## config.mk

```make
export PLATFORM = sky130hd
export DESIGN_NAME = steer_angle_filter_and_map
export DESIGN_NICKNAME = d
export VERILOG_FILES = /design/src/safm_pkg.sv /design/src/steer_angle_filter_and_map.sv /design/src/safm_front.sv /design/src/safm_queue.sv /design/src/safm_back.sv
export SDC_FILE = /design/constraint.sdc
export NUM_CORES = 2
export LEC_CHECK = 0
export BUFFER_PORTS_ARGS = -buffer_cell sky130_fd_sc_hd__buf_2
export CORE_MARGIN = 2
export CORE_UTILIZATION = 40
export DETAILED_ROUTE_END_ITERATION = 7
export GPL_TIMING_DRIVEN = 0
export SLEW_MARGIN = 40
export SYNTH_ARGS = -nofsm -noshare
export SYNTH_HDL_FRONTEND = slang
export SYNTH_HIERARCHICAL = 1
export SYNTH_SLANG_ARGS = --single-unit
```

## constraint.sdc

```tcl
create_clock -name clk -period 9.6 [get_ports clk]
set_clock_uncertainty 0.15 [all_clocks]
set_input_delay 1.44 -clock clk [delete_from_list [all_inputs] [get_ports clk]]
set_output_delay 1.44 -clock clk [all_outputs]
set_load 0.01 [all_outputs]
```

## src/safm_pkg.sv

```systemverilog
`timescale 1ns / 1ps

package safm_pkg;

  // Field widths fixed by the interface.
  localparam int SAMPLE_BITS_DEF = 12;
  localparam int LEVEL_BITS      = 12;
  localparam int ANGLE_BITS      = 16;
  localparam int GAIN_BITS       = 16;
  localparam int FACTOR_BITS     = 8;
  localparam int WINDOW_BITS     = 8;
  localparam int SUM_BITS        = 20;
  localparam int CMP_BITS        = 16;
  localparam int CFG_IDX_BITS    = 3;
  localparam int CFG_DATA_BITS   = 16;

  // The mean divider retires one quotient bit per step.
  localparam int DIV_STEPS = SUM_BITS;

  // Depth of the queue between the front and back parts.
  localparam int QUEUE_DEPTH = 2;

  // Register indexes of the configuration port.
  localparam logic [CFG_IDX_BITS-1:0] REG_FILTER_MODE  = 3'd0;
  localparam logic [CFG_IDX_BITS-1:0] REG_LPF_FACTOR   = 3'd1;
  localparam logic [CFG_IDX_BITS-1:0] REG_MEAN_WINDOW  = 3'd2;
  localparam logic [CFG_IDX_BITS-1:0] REG_CENTER_LEVEL = 3'd3;
  localparam logic [CFG_IDX_BITS-1:0] REG_LEFT_GAIN    = 3'd4;
  localparam logic [CFG_IDX_BITS-1:0] REG_LEFT_OFFSET  = 3'd5;
  localparam logic [CFG_IDX_BITS-1:0] REG_RIGHT_GAIN   = 3'd6;
  localparam logic [CFG_IDX_BITS-1:0] REG_RIGHT_OFFSET = 3'd7;

  // Filter mode codes.
  localparam logic MODE_MEAN = 1'b0;
  localparam logic MODE_LPF  = 1'b1;

  // Reset values of the configuration registers.
  localparam logic                          RST_FILTER_MODE  = MODE_LPF;
  localparam logic [FACTOR_BITS-1:0]        RST_LPF_FACTOR   = 8'd230;
  localparam logic [WINDOW_BITS-1:0]        RST_MEAN_WINDOW  = 8'd20;
  localparam logic [LEVEL_BITS-1:0]         RST_CENTER_LEVEL = 12'd1350;
  localparam logic [GAIN_BITS-1:0]          RST_LEFT_GAIN    = 16'd2320;
  localparam logic signed [ANGLE_BITS-1:0]  RST_LEFT_OFFSET  = -16'sd12237;
  localparam logic [GAIN_BITS-1:0]          RST_RIGHT_GAIN   = 16'd1874;
  localparam logic signed [ANGLE_BITS-1:0]  RST_RIGHT_OFFSET = -16'sd9907;

  typedef struct packed {
    logic                          filter_mode;
    logic [FACTOR_BITS-1:0]        lpf_factor;
    logic [WINDOW_BITS-1:0]        mean_window;
    logic [LEVEL_BITS-1:0]         center_level;
    logic [GAIN_BITS-1:0]          left_gain;
    logic signed [ANGLE_BITS-1:0]  left_offset;
    logic [GAIN_BITS-1:0]          right_gain;
    logic signed [ANGLE_BITS-1:0]  right_offset;
  } cfg_t;

  // What the back part has to do for one item.
  typedef enum logic [1:0] {
    ITEM_LPF,
    ITEM_MEAN_HOLD,
    ITEM_MEAN_CLOSE
  } item_kind_t;

  // For a low-pass item, operand holds the sample; for a closing window it
  // holds the window sum and divisor holds the window length.
  typedef struct packed {
    item_kind_t             kind;
    logic [SUM_BITS-1:0]    operand;
    logic [WINDOW_BITS-1:0] divisor;
  } item_t;

  typedef enum logic [2:0] {
    BK_IDLE,
    BK_LPF_MUL,
    BK_LPF_SUM,
    BK_DIV,
    BK_MAP_MUL,
    BK_MAP_ADD
  } back_state_t;

endpackage

```

## src/steer_angle_filter_and_map.sv

```systemverilog
`timescale 1ns / 1ps

// Steering angle filter and calibration map.
//
// One raw ADC sample arrives per transfer on the sample channel (sample_valid,
// sample_stall). Each sample yields exactly one transfer on the result
// channel: the filtered level, the angle in signed Q8.8 degrees and the side
// of the calibration line that was used.
// A front part accepts samples, keeps the running window sum and count, and
// queues a tagged item; a back part runs the low-pass multiply, the 20-step
// restoring divider for the mean, and the line mapping with saturation.
// A low-pass item runs the multiply and sum states, a window-closing mean
// item runs the divider, and a mean sample that does not close a window goes
// straight to the mapping. The back sequencer handles one item at a time, so
// it takes a new item from the queue only once the last result is loaded
// into the output register.
// A two-entry queue plus the output register lets the front keep accepting
// while a result is stalled; sample_stall rises once the queue is full.
// Synchronous reset clears the filter state, window sum and count, restores
// register defaults and empties the queue and output register.
// Registers are written through cfg_valid/cfg_ready, which is always ready;
// write them only while no samples are in flight.

module steer_angle_filter_and_map #(
  parameter int SAMPLE_BITS = safm_pkg::SAMPLE_BITS_DEF
) (
  input  logic                                   clk,
  input  logic                                   rst,
  input  logic                                   sample_valid,
  output logic                                   sample_stall,
  input  logic [SAMPLE_BITS-1:0]                 sample,
  output logic                                   result_valid,
  input  logic                                   result_stall,
  output logic [safm_pkg::LEVEL_BITS-1:0]        filtered_level,
  output logic signed [safm_pkg::ANGLE_BITS-1:0] angle_deg,
  output logic                                   left_side,
  input  logic                                   cfg_valid,
  output logic                                   cfg_ready,
  input  logic [safm_pkg::CFG_IDX_BITS-1:0]      cfg_index,
  input  logic [safm_pkg::CFG_DATA_BITS-1:0]     cfg_data
);

  safm_pkg::cfg_t  cfg;
  safm_pkg::item_t front_item;
  safm_pkg::item_t q_head;
  logic            front_push;
  logic            q_full;
  logic            q_not_empty;
  logic            q_pop;
  logic            sample_accept;

  // Samples are taken whenever the queue has room.
  assign sample_stall  = q_full;
  assign sample_accept = sample_valid && !sample_stall;
  assign cfg_ready     = 1'b1;

  // Configuration registers. Fields narrower than the data bus take the low bits.
  always_ff @(posedge clk) begin
    if (rst) begin
      cfg.filter_mode  <= safm_pkg::RST_FILTER_MODE;
      cfg.lpf_factor   <= safm_pkg::RST_LPF_FACTOR;
      cfg.mean_window  <= safm_pkg::RST_MEAN_WINDOW;
      cfg.center_level <= safm_pkg::RST_CENTER_LEVEL;
      cfg.left_gain    <= safm_pkg::RST_LEFT_GAIN;
      cfg.left_offset  <= safm_pkg::RST_LEFT_OFFSET;
      cfg.right_gain   <= safm_pkg::RST_RIGHT_GAIN;
      cfg.right_offset <= safm_pkg::RST_RIGHT_OFFSET;
    end else if (cfg_valid && cfg_ready) begin
      case (cfg_index)
        safm_pkg::REG_FILTER_MODE:  cfg.filter_mode  <= cfg_data[0];
        safm_pkg::REG_LPF_FACTOR:   cfg.lpf_factor   <= cfg_data[safm_pkg::FACTOR_BITS-1:0];
        safm_pkg::REG_MEAN_WINDOW:  cfg.mean_window  <= cfg_data[safm_pkg::WINDOW_BITS-1:0];
        safm_pkg::REG_CENTER_LEVEL: cfg.center_level <= cfg_data[safm_pkg::LEVEL_BITS-1:0];
        safm_pkg::REG_LEFT_GAIN:    cfg.left_gain    <= cfg_data;
        safm_pkg::REG_LEFT_OFFSET:  cfg.left_offset  <= $signed(cfg_data);
        safm_pkg::REG_RIGHT_GAIN:   cfg.right_gain   <= cfg_data;
        safm_pkg::REG_RIGHT_OFFSET: cfg.right_offset <= $signed(cfg_data);
        default: begin
        end
      endcase
    end
  end

  safm_front #(
    .SAMPLE_BITS (SAMPLE_BITS)
  ) u_front (
    .clk    (clk),
    .rst    (rst),
    .cfg    (cfg),
    .sample (sample),
    .accept (sample_accept),
    .push   (front_push),
    .item   (front_item)
  );

  safm_queue u_queue (
    .clk       (clk),
    .rst       (rst),
    .push      (front_push),
    .push_item (front_item),
    .pop       (q_pop),
    .full      (q_full),
    .not_empty (q_not_empty),
    .head      (q_head)
  );

  safm_back #(
    .SAMPLE_BITS (SAMPLE_BITS)
  ) u_back (
    .clk            (clk),
    .rst            (rst),
    .cfg            (cfg),
    .q_not_empty    (q_not_empty),
    .q_head         (q_head),
    .q_pop          (q_pop),
    .result_stall   (result_stall),
    .result_valid   (result_valid),
    .filtered_level (filtered_level),
    .angle_deg      (angle_deg),
    .left_side      (left_side)
  );

endmodule

```

## src/safm_front.sv

```systemverilog
`timescale 1ns / 1ps

module safm_front #(
  parameter int SAMPLE_BITS = safm_pkg::SAMPLE_BITS_DEF
) (
  input  logic                   clk,
  input  logic                   rst,
  input  safm_pkg::cfg_t         cfg,
  input  logic [SAMPLE_BITS-1:0] sample,
  input  logic                   accept,
  output logic                   push,
  output safm_pkg::item_t        item
);

  logic [safm_pkg::SUM_BITS-1:0]    window_sum;
  logic [safm_pkg::WINDOW_BITS-1:0] window_count;
  logic [safm_pkg::SUM_BITS-1:0]    sum_new;
  logic [safm_pkg::WINDOW_BITS-1:0] count_new;
  logic [safm_pkg::WINDOW_BITS-1:0] window_len;
  logic                             window_done;

  // A window length of zero behaves as one.
  assign window_len  = (cfg.mean_window == '0) ? safm_pkg::WINDOW_BITS'(1) : cfg.mean_window;
  assign sum_new     = window_sum + safm_pkg::SUM_BITS'(sample);
  assign count_new   = window_count + safm_pkg::WINDOW_BITS'(1);
  assign window_done = (count_new >= window_len);

  assign push = accept;

  always_comb begin
    item.divisor = window_len;
    if (cfg.filter_mode == safm_pkg::MODE_LPF) begin
      item.kind    = safm_pkg::ITEM_LPF;
      item.operand = safm_pkg::SUM_BITS'(sample);
    end else if (window_done) begin
      item.kind    = safm_pkg::ITEM_MEAN_CLOSE;
      item.operand = sum_new;
    end else begin
      item.kind    = safm_pkg::ITEM_MEAN_HOLD;
      item.operand = sum_new;
    end
  end

  // The running sum is kept across low-pass periods.
  always_ff @(posedge clk) begin
    if (rst) begin
      window_sum   <= '0;
      window_count <= '0;
    end else if (accept && cfg.filter_mode == safm_pkg::MODE_MEAN) begin
      if (window_done) begin
        window_sum   <= '0;
        window_count <= '0;
      end else begin
        window_sum   <= sum_new;
        window_count <= count_new;
      end
    end
  end

endmodule

```

## src/safm_queue.sv

```systemverilog
`timescale 1ns / 1ps

module safm_queue (
  input  logic            clk,
  input  logic            rst,
  input  logic            push,
  input  safm_pkg::item_t push_item,
  input  logic            pop,
  output logic            full,
  output logic            not_empty,
  output safm_pkg::item_t head
);

  localparam int DEPTH    = safm_pkg::QUEUE_DEPTH;
  localparam int PTR_BITS = (DEPTH > 1) ? $clog2(DEPTH) : 1;
  localparam int CNT_BITS = $clog2(DEPTH + 1);

  safm_pkg::item_t       entries [DEPTH];
  logic [PTR_BITS-1:0]   wr_ptr;
  logic [PTR_BITS-1:0]   rd_ptr;
  logic [CNT_BITS-1:0]   count;

  assign full      = (count == CNT_BITS'(DEPTH));
  assign not_empty = (count != '0);
  assign head      = entries[rd_ptr];

  always_ff @(posedge clk) begin
    if (push) begin
      entries[wr_ptr] <= push_item;
    end
  end

  always_ff @(posedge clk) begin
    if (rst) begin
      wr_ptr <= '0;
      rd_ptr <= '0;
      count  <= '0;
    end else begin
      if (push) begin
        wr_ptr <= (wr_ptr == PTR_BITS'(DEPTH - 1)) ? '0 : wr_ptr + PTR_BITS'(1);
      end
      if (pop) begin
        rd_ptr <= (rd_ptr == PTR_BITS'(DEPTH - 1)) ? '0 : rd_ptr + PTR_BITS'(1);
      end
      if (push && !pop) begin
        count <= count + CNT_BITS'(1);
      end else if (pop && !push) begin
        count <= count - CNT_BITS'(1);
      end
    end
  end

endmodule

```

## src/safm_back.sv

```systemverilog
`timescale 1ns / 1ps

module safm_back #(
  parameter int SAMPLE_BITS = safm_pkg::SAMPLE_BITS_DEF
) (
  input  logic                                clk,
  input  logic                                rst,
  input  safm_pkg::cfg_t                      cfg,
  input  logic                                q_not_empty,
  input  safm_pkg::item_t                     q_head,
  output logic                                q_pop,
  input  logic                                result_stall,
  output logic                                result_valid,
  output logic [safm_pkg::LEVEL_BITS-1:0]     filtered_level,
  output logic signed [safm_pkg::ANGLE_BITS-1:0] angle_deg,
  output logic                                left_side
);

  localparam int SB        = SAMPLE_BITS;
  localparam int SUMB      = safm_pkg::SUM_BITS;
  localparam int WB        = safm_pkg::WINDOW_BITS;
  localparam int FB        = safm_pkg::FACTOR_BITS;
  localparam int AB        = safm_pkg::ANGLE_BITS;
  localparam int LPF_A_W   = SB + FB + 1;
  localparam int LPF_B_W   = SB + FB;
  localparam int MAP_W     = SB + safm_pkg::GAIN_BITS;
  localparam int SUM_W     = SB + FB + 2;
  localparam int STEP_BITS = $clog2(safm_pkg::DIV_STEPS);

  localparam logic signed [SUM_W-1:0] ANG_MAX = SUM_W'(32'sd32767);
  localparam logic signed [SUM_W-1:0] ANG_MIN = SUM_W'(-32'sd32768);

  safm_pkg::back_state_t state, state_next;

  logic [SB-1:0]          filtered_value;
  safm_pkg::item_kind_t   kind;
  logic [SUMB-1:0]        operand;
  logic [WB-1:0]          divisor;
  logic [WB-1:0]          remainder;
  logic [STEP_BITS-1:0]   step;
  logic [LPF_A_W-1:0]     lpf_prod_a;
  logic [LPF_B_W-1:0]     lpf_prod_b;
  logic [MAP_W-1:0]       map_prod;
  logic                   map_left;
  logic signed [AB-1:0]   map_offset;

  logic                   out_free;
  logic                   load_out;
  logic                   last_step;
  logic [WB:0]            rem_shift;
  logic                   quot_bit;
  logic [WB-1:0]          rem_next;
  logic [SUMB-1:0]        operand_next;
  logic [LPF_A_W-1:0]     lpf_total;
  logic                   is_left;
  logic signed [SUM_W-1:0] angle_sum;
  logic signed [AB-1:0]   angle_sat;

  assign out_free  = !result_valid || !result_stall;
  assign last_step = (step == STEP_BITS'(safm_pkg::DIV_STEPS - 1));

  // One restoring division step: shift in the next dividend bit, subtract if it fits.
  assign rem_shift    = {remainder, operand[SUMB-1]};
  assign quot_bit     = (rem_shift >= {1'b0, divisor});
  assign rem_next     = quot_bit ? WB'(rem_shift - {1'b0, divisor}) : rem_shift[WB-1:0];
  assign operand_next = {operand[SUMB-2:0], quot_bit};

  assign lpf_total = lpf_prod_a + LPF_A_W'(lpf_prod_b);
  assign is_left   = (safm_pkg::CMP_BITS'(filtered_value) >=
                      safm_pkg::CMP_BITS'(cfg.center_level));

  assign angle_sum = $signed({2'b00, map_prod[MAP_W-1:8]}) + SUM_W'(map_offset);

  always_comb begin
    if (angle_sum > ANG_MAX) begin
      angle_sat = AB'(ANG_MAX);
    end else if (angle_sum < ANG_MIN) begin
      angle_sat = AB'(ANG_MIN);
    end else begin
      angle_sat = angle_sum[AB-1:0];
    end
  end

  // Next-state logic.
  always_comb begin
    state_next = state;
    case (state)
      safm_pkg::BK_IDLE: begin
        if (q_not_empty) begin
          case (q_head.kind)
            safm_pkg::ITEM_LPF:        state_next = safm_pkg::BK_LPF_MUL;
            safm_pkg::ITEM_MEAN_CLOSE: state_next = safm_pkg::BK_DIV;
            default:                   state_next = safm_pkg::BK_MAP_MUL;
          endcase
        end
      end
      safm_pkg::BK_LPF_MUL: state_next = safm_pkg::BK_LPF_SUM;
      safm_pkg::BK_LPF_SUM: state_next = safm_pkg::BK_MAP_MUL;
      safm_pkg::BK_DIV: begin
        if (last_step) begin
          state_next = safm_pkg::BK_MAP_MUL;
        end
      end
      safm_pkg::BK_MAP_MUL: state_next = safm_pkg::BK_MAP_ADD;
      safm_pkg::BK_MAP_ADD: begin
        if (out_free) begin
          state_next = safm_pkg::BK_IDLE;
        end
      end
      default: state_next = safm_pkg::BK_IDLE;
    endcase
  end

  // Control outputs.
  always_comb begin
    q_pop    = 1'b0;
    load_out = 1'b0;
    case (state)
      safm_pkg::BK_IDLE:    q_pop    = q_not_empty;
      safm_pkg::BK_MAP_ADD: load_out = out_free;
      default: begin
        q_pop    = 1'b0;
        load_out = 1'b0;
      end
    endcase
  end

  always_ff @(posedge clk) begin
    if (rst) begin
      state <= safm_pkg::BK_IDLE;
    end else begin
      state <= state_next;
    end
  end

  // Working registers of the current item.
  always_ff @(posedge clk) begin
    case (state)
      safm_pkg::BK_IDLE: begin
        kind      <= q_head.kind;
        operand   <= q_head.operand;
        divisor   <= q_head.divisor;
        remainder <= '0;
        step      <= '0;
      end
      safm_pkg::BK_LPF_MUL: begin
        lpf_prod_a <= LPF_A_W'(operand[SB-1:0]) *
                      LPF_A_W'((FB + 1)'(1 << FB) - (FB + 1)'(cfg.lpf_factor));
        lpf_prod_b <= LPF_B_W'(filtered_value) * LPF_B_W'(cfg.lpf_factor);
      end
      safm_pkg::BK_DIV: begin
        operand   <= operand_next;
        remainder <= rem_next;
        step      <= step + STEP_BITS'(1);
      end
      safm_pkg::BK_MAP_MUL: begin
        map_left   <= is_left;
        map_prod   <= MAP_W'(is_left ? cfg.left_gain : cfg.right_gain) *
                      MAP_W'(filtered_value);
        map_offset <= is_left ? cfg.left_offset : cfg.right_offset;
      end
      default: begin
      end
    endcase
  end

  // The filter state itself.
  always_ff @(posedge clk) begin
    if (rst) begin
      filtered_value <= '0;
    end else if (state == safm_pkg::BK_LPF_SUM) begin
      filtered_value <= lpf_total[SB+FB-1:FB];
    end else if (state == safm_pkg::BK_DIV && last_step && kind == safm_pkg::ITEM_MEAN_CLOSE) begin
      filtered_value <= operand_next[SB-1:0];
    end
  end

  // Output register.
  always_ff @(posedge clk) begin
    if (rst) begin
      result_valid <= 1'b0;
    end else if (load_out) begin
      result_valid <= 1'b1;
    end else if (!result_stall) begin
      result_valid <= 1'b0;
    end
  end

  always_ff @(posedge clk) begin
    if (load_out) begin
      filtered_level <= safm_pkg::LEVEL_BITS'(filtered_value);
      angle_deg      <= angle_sat;
      left_side      <= map_left;
    end
  end

endmodule

```

==> results <==
- The via density per instance is 5.024.
- Sequential cells were found to cover 31.21% of the synthesized design area.
- The clock passes through at most 3 buffers.
- Setup violations remaining at the end of the flow were counted as 0.
- TritonCTS built the clock tree.
- The count of buffers added on input and output ports is 66.
- Clock tree synthesis inserted a total of 40 buffers.
- For this run, asynchronously set or reset flops after synthesis account for 0%.
- The clock network accounts for 14.9% of the total power.
- The cell chosen for the clock root is sky130_fd_sc_hd__clkbuf_16.
- In this run the horizontal extent of the chip is 274.3 um.
- The mapped cell area is 29,220 sq um.
- The flow ran to the end, and the final reports show no timing, DRC or antenna violations.
- The overall die height is 274.3 um.
- The critical path is of the reg2reg type.
- The worst setup slack for register-to-register paths is 0.94 ns.
- The signal on the critical path passes through ha_1 -> a21oi_1 -> a21oi_1 -> nor3_4 -> clkbuf_1 -> mux2_2 -> clkbuf_1 -> nand2_1 -> fa_1 -> inv_1 -> fa_1 -> fa_1 -> fa_1 -> inv_1 -> fa_1 -> inv_1 -> ha_1 -> o21ai_0 -> a21oi_1 -> and4_1 -> a211o_1 -> a21oi_1 -> o21ai_0 -> xor2_1.
- The post-detailed-placement half-perimeter wirelength is 55.03 mm.
- The via count of the first global-routing pass is 20,380.
- The overall power of the completed layout is 0.01055 W.
- Of the total synthesized cell area, the portion taken by AND, OR, NAND and NOR gates is 15.28%.
- The proportion of netlist area held by the largest area contributor is 21.48%.
- The synthesized design contains 209 enable-type register cells.
- The busiest layer in global routing is met2.
- The flip-flop cell with the highest count after synthesis is sky130_fd_sc_hd__edfxtp_1.
- The detailed-route wire length is 71.70 mm.
- The data arrival time of the worst path is 8.83 ns.
- The routed design could run at a clock period as short as 8.656 ns.
- For this design the top-level I/O count stands at 68.
- Measured against its own limit, the worst slew margin works out to 43.18%.
- The cell that appears most often on the critical path is sky130_fd_sc_hd__fa_1.
- The path with the worst hold slack has its endpoint at u_back/left_side$_DFFE_PP_.
- The synthesized netlist devotes 28.84% of its cell area to adder and majority cells.
- The initial standard-cell utilization of the core is 40.25%.
- After synthesis, the cell types taking the most area are sky130_fd_sc_hd__edfxtp_1 21%, sky130_fd_sc_hd__fa_1 18%, sky130_fd_sc_hd__ha_1 10%, sky130_fd_sc_hd__dfxtp_1 9.7%, sky130_fd_sc_hd__inv_1 4.9%.
- VDD sags by at most 298.2 uV.
- The portion of the clock cycle consumed by the worst path in the final layout is 90.16%.
- The final core utilization is 44.51%.
- The detailed-routing iteration count for the pre-antenna-repair pass is 5.
- For met1 alone, demand over resource in global routing was 26.76%.
- In this design, the stage delay of the slowest critical-path cell is 0.87 ns.
- Counting tap cells, the placed design contains a total of 3,940 instances.
- Counting instances, the worst hold path has a depth of 0.
- The number of nets in the layout is 3,571.
- Timing would allow up to 0.1155 GHz.
- The number of warnings issued by yosys is 6.
- The placed instances occupy a cell area of 30,960 sq um.
- The number of buffers inserted by post-CTS setup repair is 0.
- The share of power burned in combinational logic is 61.7%.
- The multiplexer share of the synthesized area is 7.006%.
- Among all cell types in the netlist, the one instantiated most often is sky130_fd_sc_hd__inv_1.
- Setup repair after global routing left no endpoint under its margin.
- The met3 usage is 3.293%.
- The number of gates resized after CTS was 0.
- The count of nets left with antenna violations after detail routing is 0.
- The source of the worst register-to-register timing path is u_back/filtered_value[7]$_SDFFE_PP0P_.
- The library cell contributing the largest single delay on the critical path is sky130_fd_sc_hd__dfxtp_1.
- The largest net degree at the start of global routing is 34.
- The antenna diode count is 0.
- The core area is 72,590 sq um.
- After technology mapping, the gate count stands at 2,896.
- Once layout is done, the placed cells without fillers occupy 32,310 sq um.
- Of the cells placed in the final design, the portion with a size suffix greater than 1 is 10.09%.
- Of the total power, the share spent switching nets is 44.72%.
- From synthesis to final layout, the design area changed by 10.60%.
- Across the run, the number of max-cap violations was 0.
- The end of the worst register-to-register path is u_back/map_prod[21]$_DFFE_PN_.
- At the end of routability-driven placement, the weighted congestion stood at 0.8457.
- The floorplan has 99 rows.
- The internal power of the cells totals 0.005832 W.
- The detailed router finished its first iteration with 1,146 violations.
- The number of endpoints with negative hold slack in the final report is 0.
- Clock-pin slew was measured on the worst setup and hold paths at 0.07 ns.
- The cts-stage hold buffer count is 0.
- Summing the areas of all compound-gate instances in the mapped netlist gives 7.028% of the synthesized area.
- The routed length per placed instance is 17.87 um.
- When the netlist entered floorplanning its net count stood at 3,444.
- The classification of the worst-slack hold path is reg2reg.
- Global routing finished with a remaining overflow of 0.
- For the pin with the worst max-slew slack, the measured transition is 0.8511 ns.
- The number of antenna violations at the first check in global routing was 1.
- The sort of element at the start of the critical path is a register.
- After synthesis, the largest family of logic cells by area is adder cells.
- The overall via count from detail_route is 20,160.
- The CTS sink count is 351.
- The cell leakage power is 14.78 nW.
- In this run the power spent charging and discharging nets is 0.004717 W.
- The die covers 75,220 sq um.
- Synthesis inferred 351 register bits.
- The number of standard cells in the layout, taps in and fillers out is 4,013.
- The startpoint identified for the worst hold timing path is u_back/map_left$_DFFE_PN_.
- The part of the power in registers is 23.4%.
- In this run, distinct cell masters in the synthesized netlist total 86.
- STA classifies the critical path endpoint as a register.
- The number of max-slew violations in the final report was 0.
- In this run the number of H-tree levels came out at 2.
- The wire length of the first global-routing pass is 114.0 mm.
- In this run the power density over the cells is 326.5 nW/um^2.
- The routing usage on met2 is 31.46%.
- The mean post-synth cell area is 10.09 sq um.
- After Yosys synthesis, XOR and XNOR cells account for 3.597% of the synthesized area.
- The number of remaining DRC errors is 0.
- The synthesized design spends more area on one cell type than any other, namely sky130_fd_sc_hd__edfxtp_1.
- The clock latency at the later pin of the worst-skew pair is 0.59 ns.
- Sorting the synthesized cells by how often they occur yields 380 x sky130_fd_sc_hd__inv_1, 299 x sky130_fd_sc_hd__nand2_1, 269 x sky130_fd_sc_hd__fa_1.
- The overall fraction of global-route tracks in use is 19.49%.
- The final setup TNS is 0 ns.
- Measured in cells, the most critical reg-to-reg path has a length of 24.
- The data required time of the worst path is 9.77 ns.
- The largest fanout of any net on the critical path is 10.
==> cells in the final DEF, fill, tap and decap left out, types with 13 or more instances in the layout <==
cell                        count
sky130_fd_sc_hd__inv_1        380
sky130_fd_sc_hd__nand2_1      299
sky130_fd_sc_hd__fa_1         269
sky130_fd_sc_hd__ha_1         243
sky130_fd_sc_hd__edfxtp_1     209
sky130_fd_sc_hd__and2_1       184
sky130_fd_sc_hd__nor2_1       155
sky130_fd_sc_hd__dfxtp_1      142
sky130_fd_sc_hd__a21oi_1      116
sky130_fd_sc_hd__clkbuf_1     111
sky130_fd_sc_hd__mux2i_1      110
sky130_fd_sc_hd__buf_2         85
sky130_fd_sc_hd__mux2_2        84
sky130_fd_sc_hd__xnor2_1       82
sky130_fd_sc_hd__nand2b_1      81
sky130_fd_sc_hd__o21ai_0       62
sky130_fd_sc_hd__clkbuf_16     40
sky130_fd_sc_hd__xor2_1        38
sky130_fd_sc_hd__nor3_1        33
sky130_fd_sc_hd__nand3_1       30
sky130_fd_sc_hd__a21o_1        23
sky130_fd_sc_hd__buf_4         19
sky130_fd_sc_hd__nor2b_1       15
sky130_fd_sc_hd__a211oi_1      14
sky130_fd_sc_hd__and3_1        13
sky130_fd_sc_hd__o21a_1        13
==> critical path, delay by kind of cell (launching register included) <==
kind	cells	cell delay, ns
muxes	1	0.34
xor gates and xnor gates	1	0.17
adders and majority gates	7	3.29
and+or+nand+nor	3	0.84
DFF	1	0.87
buffers and inverters	5	1.19
AOI/OAI and AO/OA	7	1.49
==> area by class of cell <==
type                       instances  area [sq um]
tap                              959          1200
buffer                           136         626.9
inverter                         380          1426
clock inverter                    20         246.5
timing repair buffer              85         513.0
sequential                       351          9119
clock buffer                      53          1091
multi-input combinational       2029         18090
fill                            7057         40280
==> layer usage <==
metal | wire length [um] | up-vias
li1 | - | 9780
met3 | 3917 | 95
met4 | 1980 | 0
met5 | 0 | -
met1 | 32950 | 9868
met2 | 32860 | 417
==> kinds of logic after synthesis <==
kind of cell | Yosys count
multiplexers | 194
XOR/XNOR | 120
adder cells (fa/ha/maj) | 512
AND/OR/NAND/NOR | 881
AO/OA/AOI/OAI | 321
other | 1
flip-flops | 351
buffers and inverters | 516
==> stage by stage <==
step	setup slack (ns)	hold WS, ns
floorplan	2.466	0.2503
global placement	1.105	0.2705
detailed placement	1.059	0.2811
CTS	1.021	0.2744
global route	0.5095	0.2874
finish	0.9444	0.2667
==> sequential cells by signal, summed over array words and instances (netlist names), 12 cells and up, named ones only <==
| signal | cells |
|---|---|
| cfg | 93 |
| u_back/angle_deg | 16 |
| u_back/filtered_level | 12 |
| u_back/filtered_value | 12 |
| u_back/lpf_prod_a | 20 |
| u_back/lpf_prod_b | 20 |
| u_back/map_offset | 16 |
| u_back/map_prod | 20 |
| u_back/operand | 20 |
| u_front/window_sum | 20 |
| u_queue/entries | 60 |
==> worst max path at each step <==
stage	startpoint	end	slack, ns
after global placement	u_back/filtered_value[7]$_SDFFE_PP0P_	u_back/map_prod[21]$_DFFE_PN_	1.10
final	u_back/filtered_value[7]$_SDFFE_PP0P_	u_back/map_prod[21]$_DFFE_PN_	0.94
after CTS	u_back/filtered_value[5]$_SDFFE_PP0P_	u_back/map_prod[21]$_DFFE_PN_	1.02
after floorplan	u_back/filtered_value[0]$_SDFFE_PP0P_	u_back/map_prod[21]$_DFFE_PN_	2.47
after detailed placement	u_back/filtered_value[11]$_SDFFE_PP0P_	u_back/map_prod[21]$_DFFE_PN_	1.06
after global routing	u_back/filtered_value[0]$_SDFFE_PP0P_	u_back/map_prod[21]$_DFFE_PN_	0.51
==> power groups by stage <==
| stage | Clock (W) | Combinational [W] | Sequential, W |
|---|---|---|---|
| 6_report | 0.00157 | 0.00650 | 0.00247 |
| 5_1_grt | 0.00167 | 0.00744 | 0.00250 |
| 4_1_cts | 0.00161 | 0.00657 | 0.00247 |
| 3_5_place_dp | 0 | 0.00648 | 0.00250 |
| 3_3_place_gp | 0 | 0.00640 | 0.00252 |
| 2_1_floorplan | 0 | 0.00497 | 0.00238 |
Power figures use the tool's default switching activity.
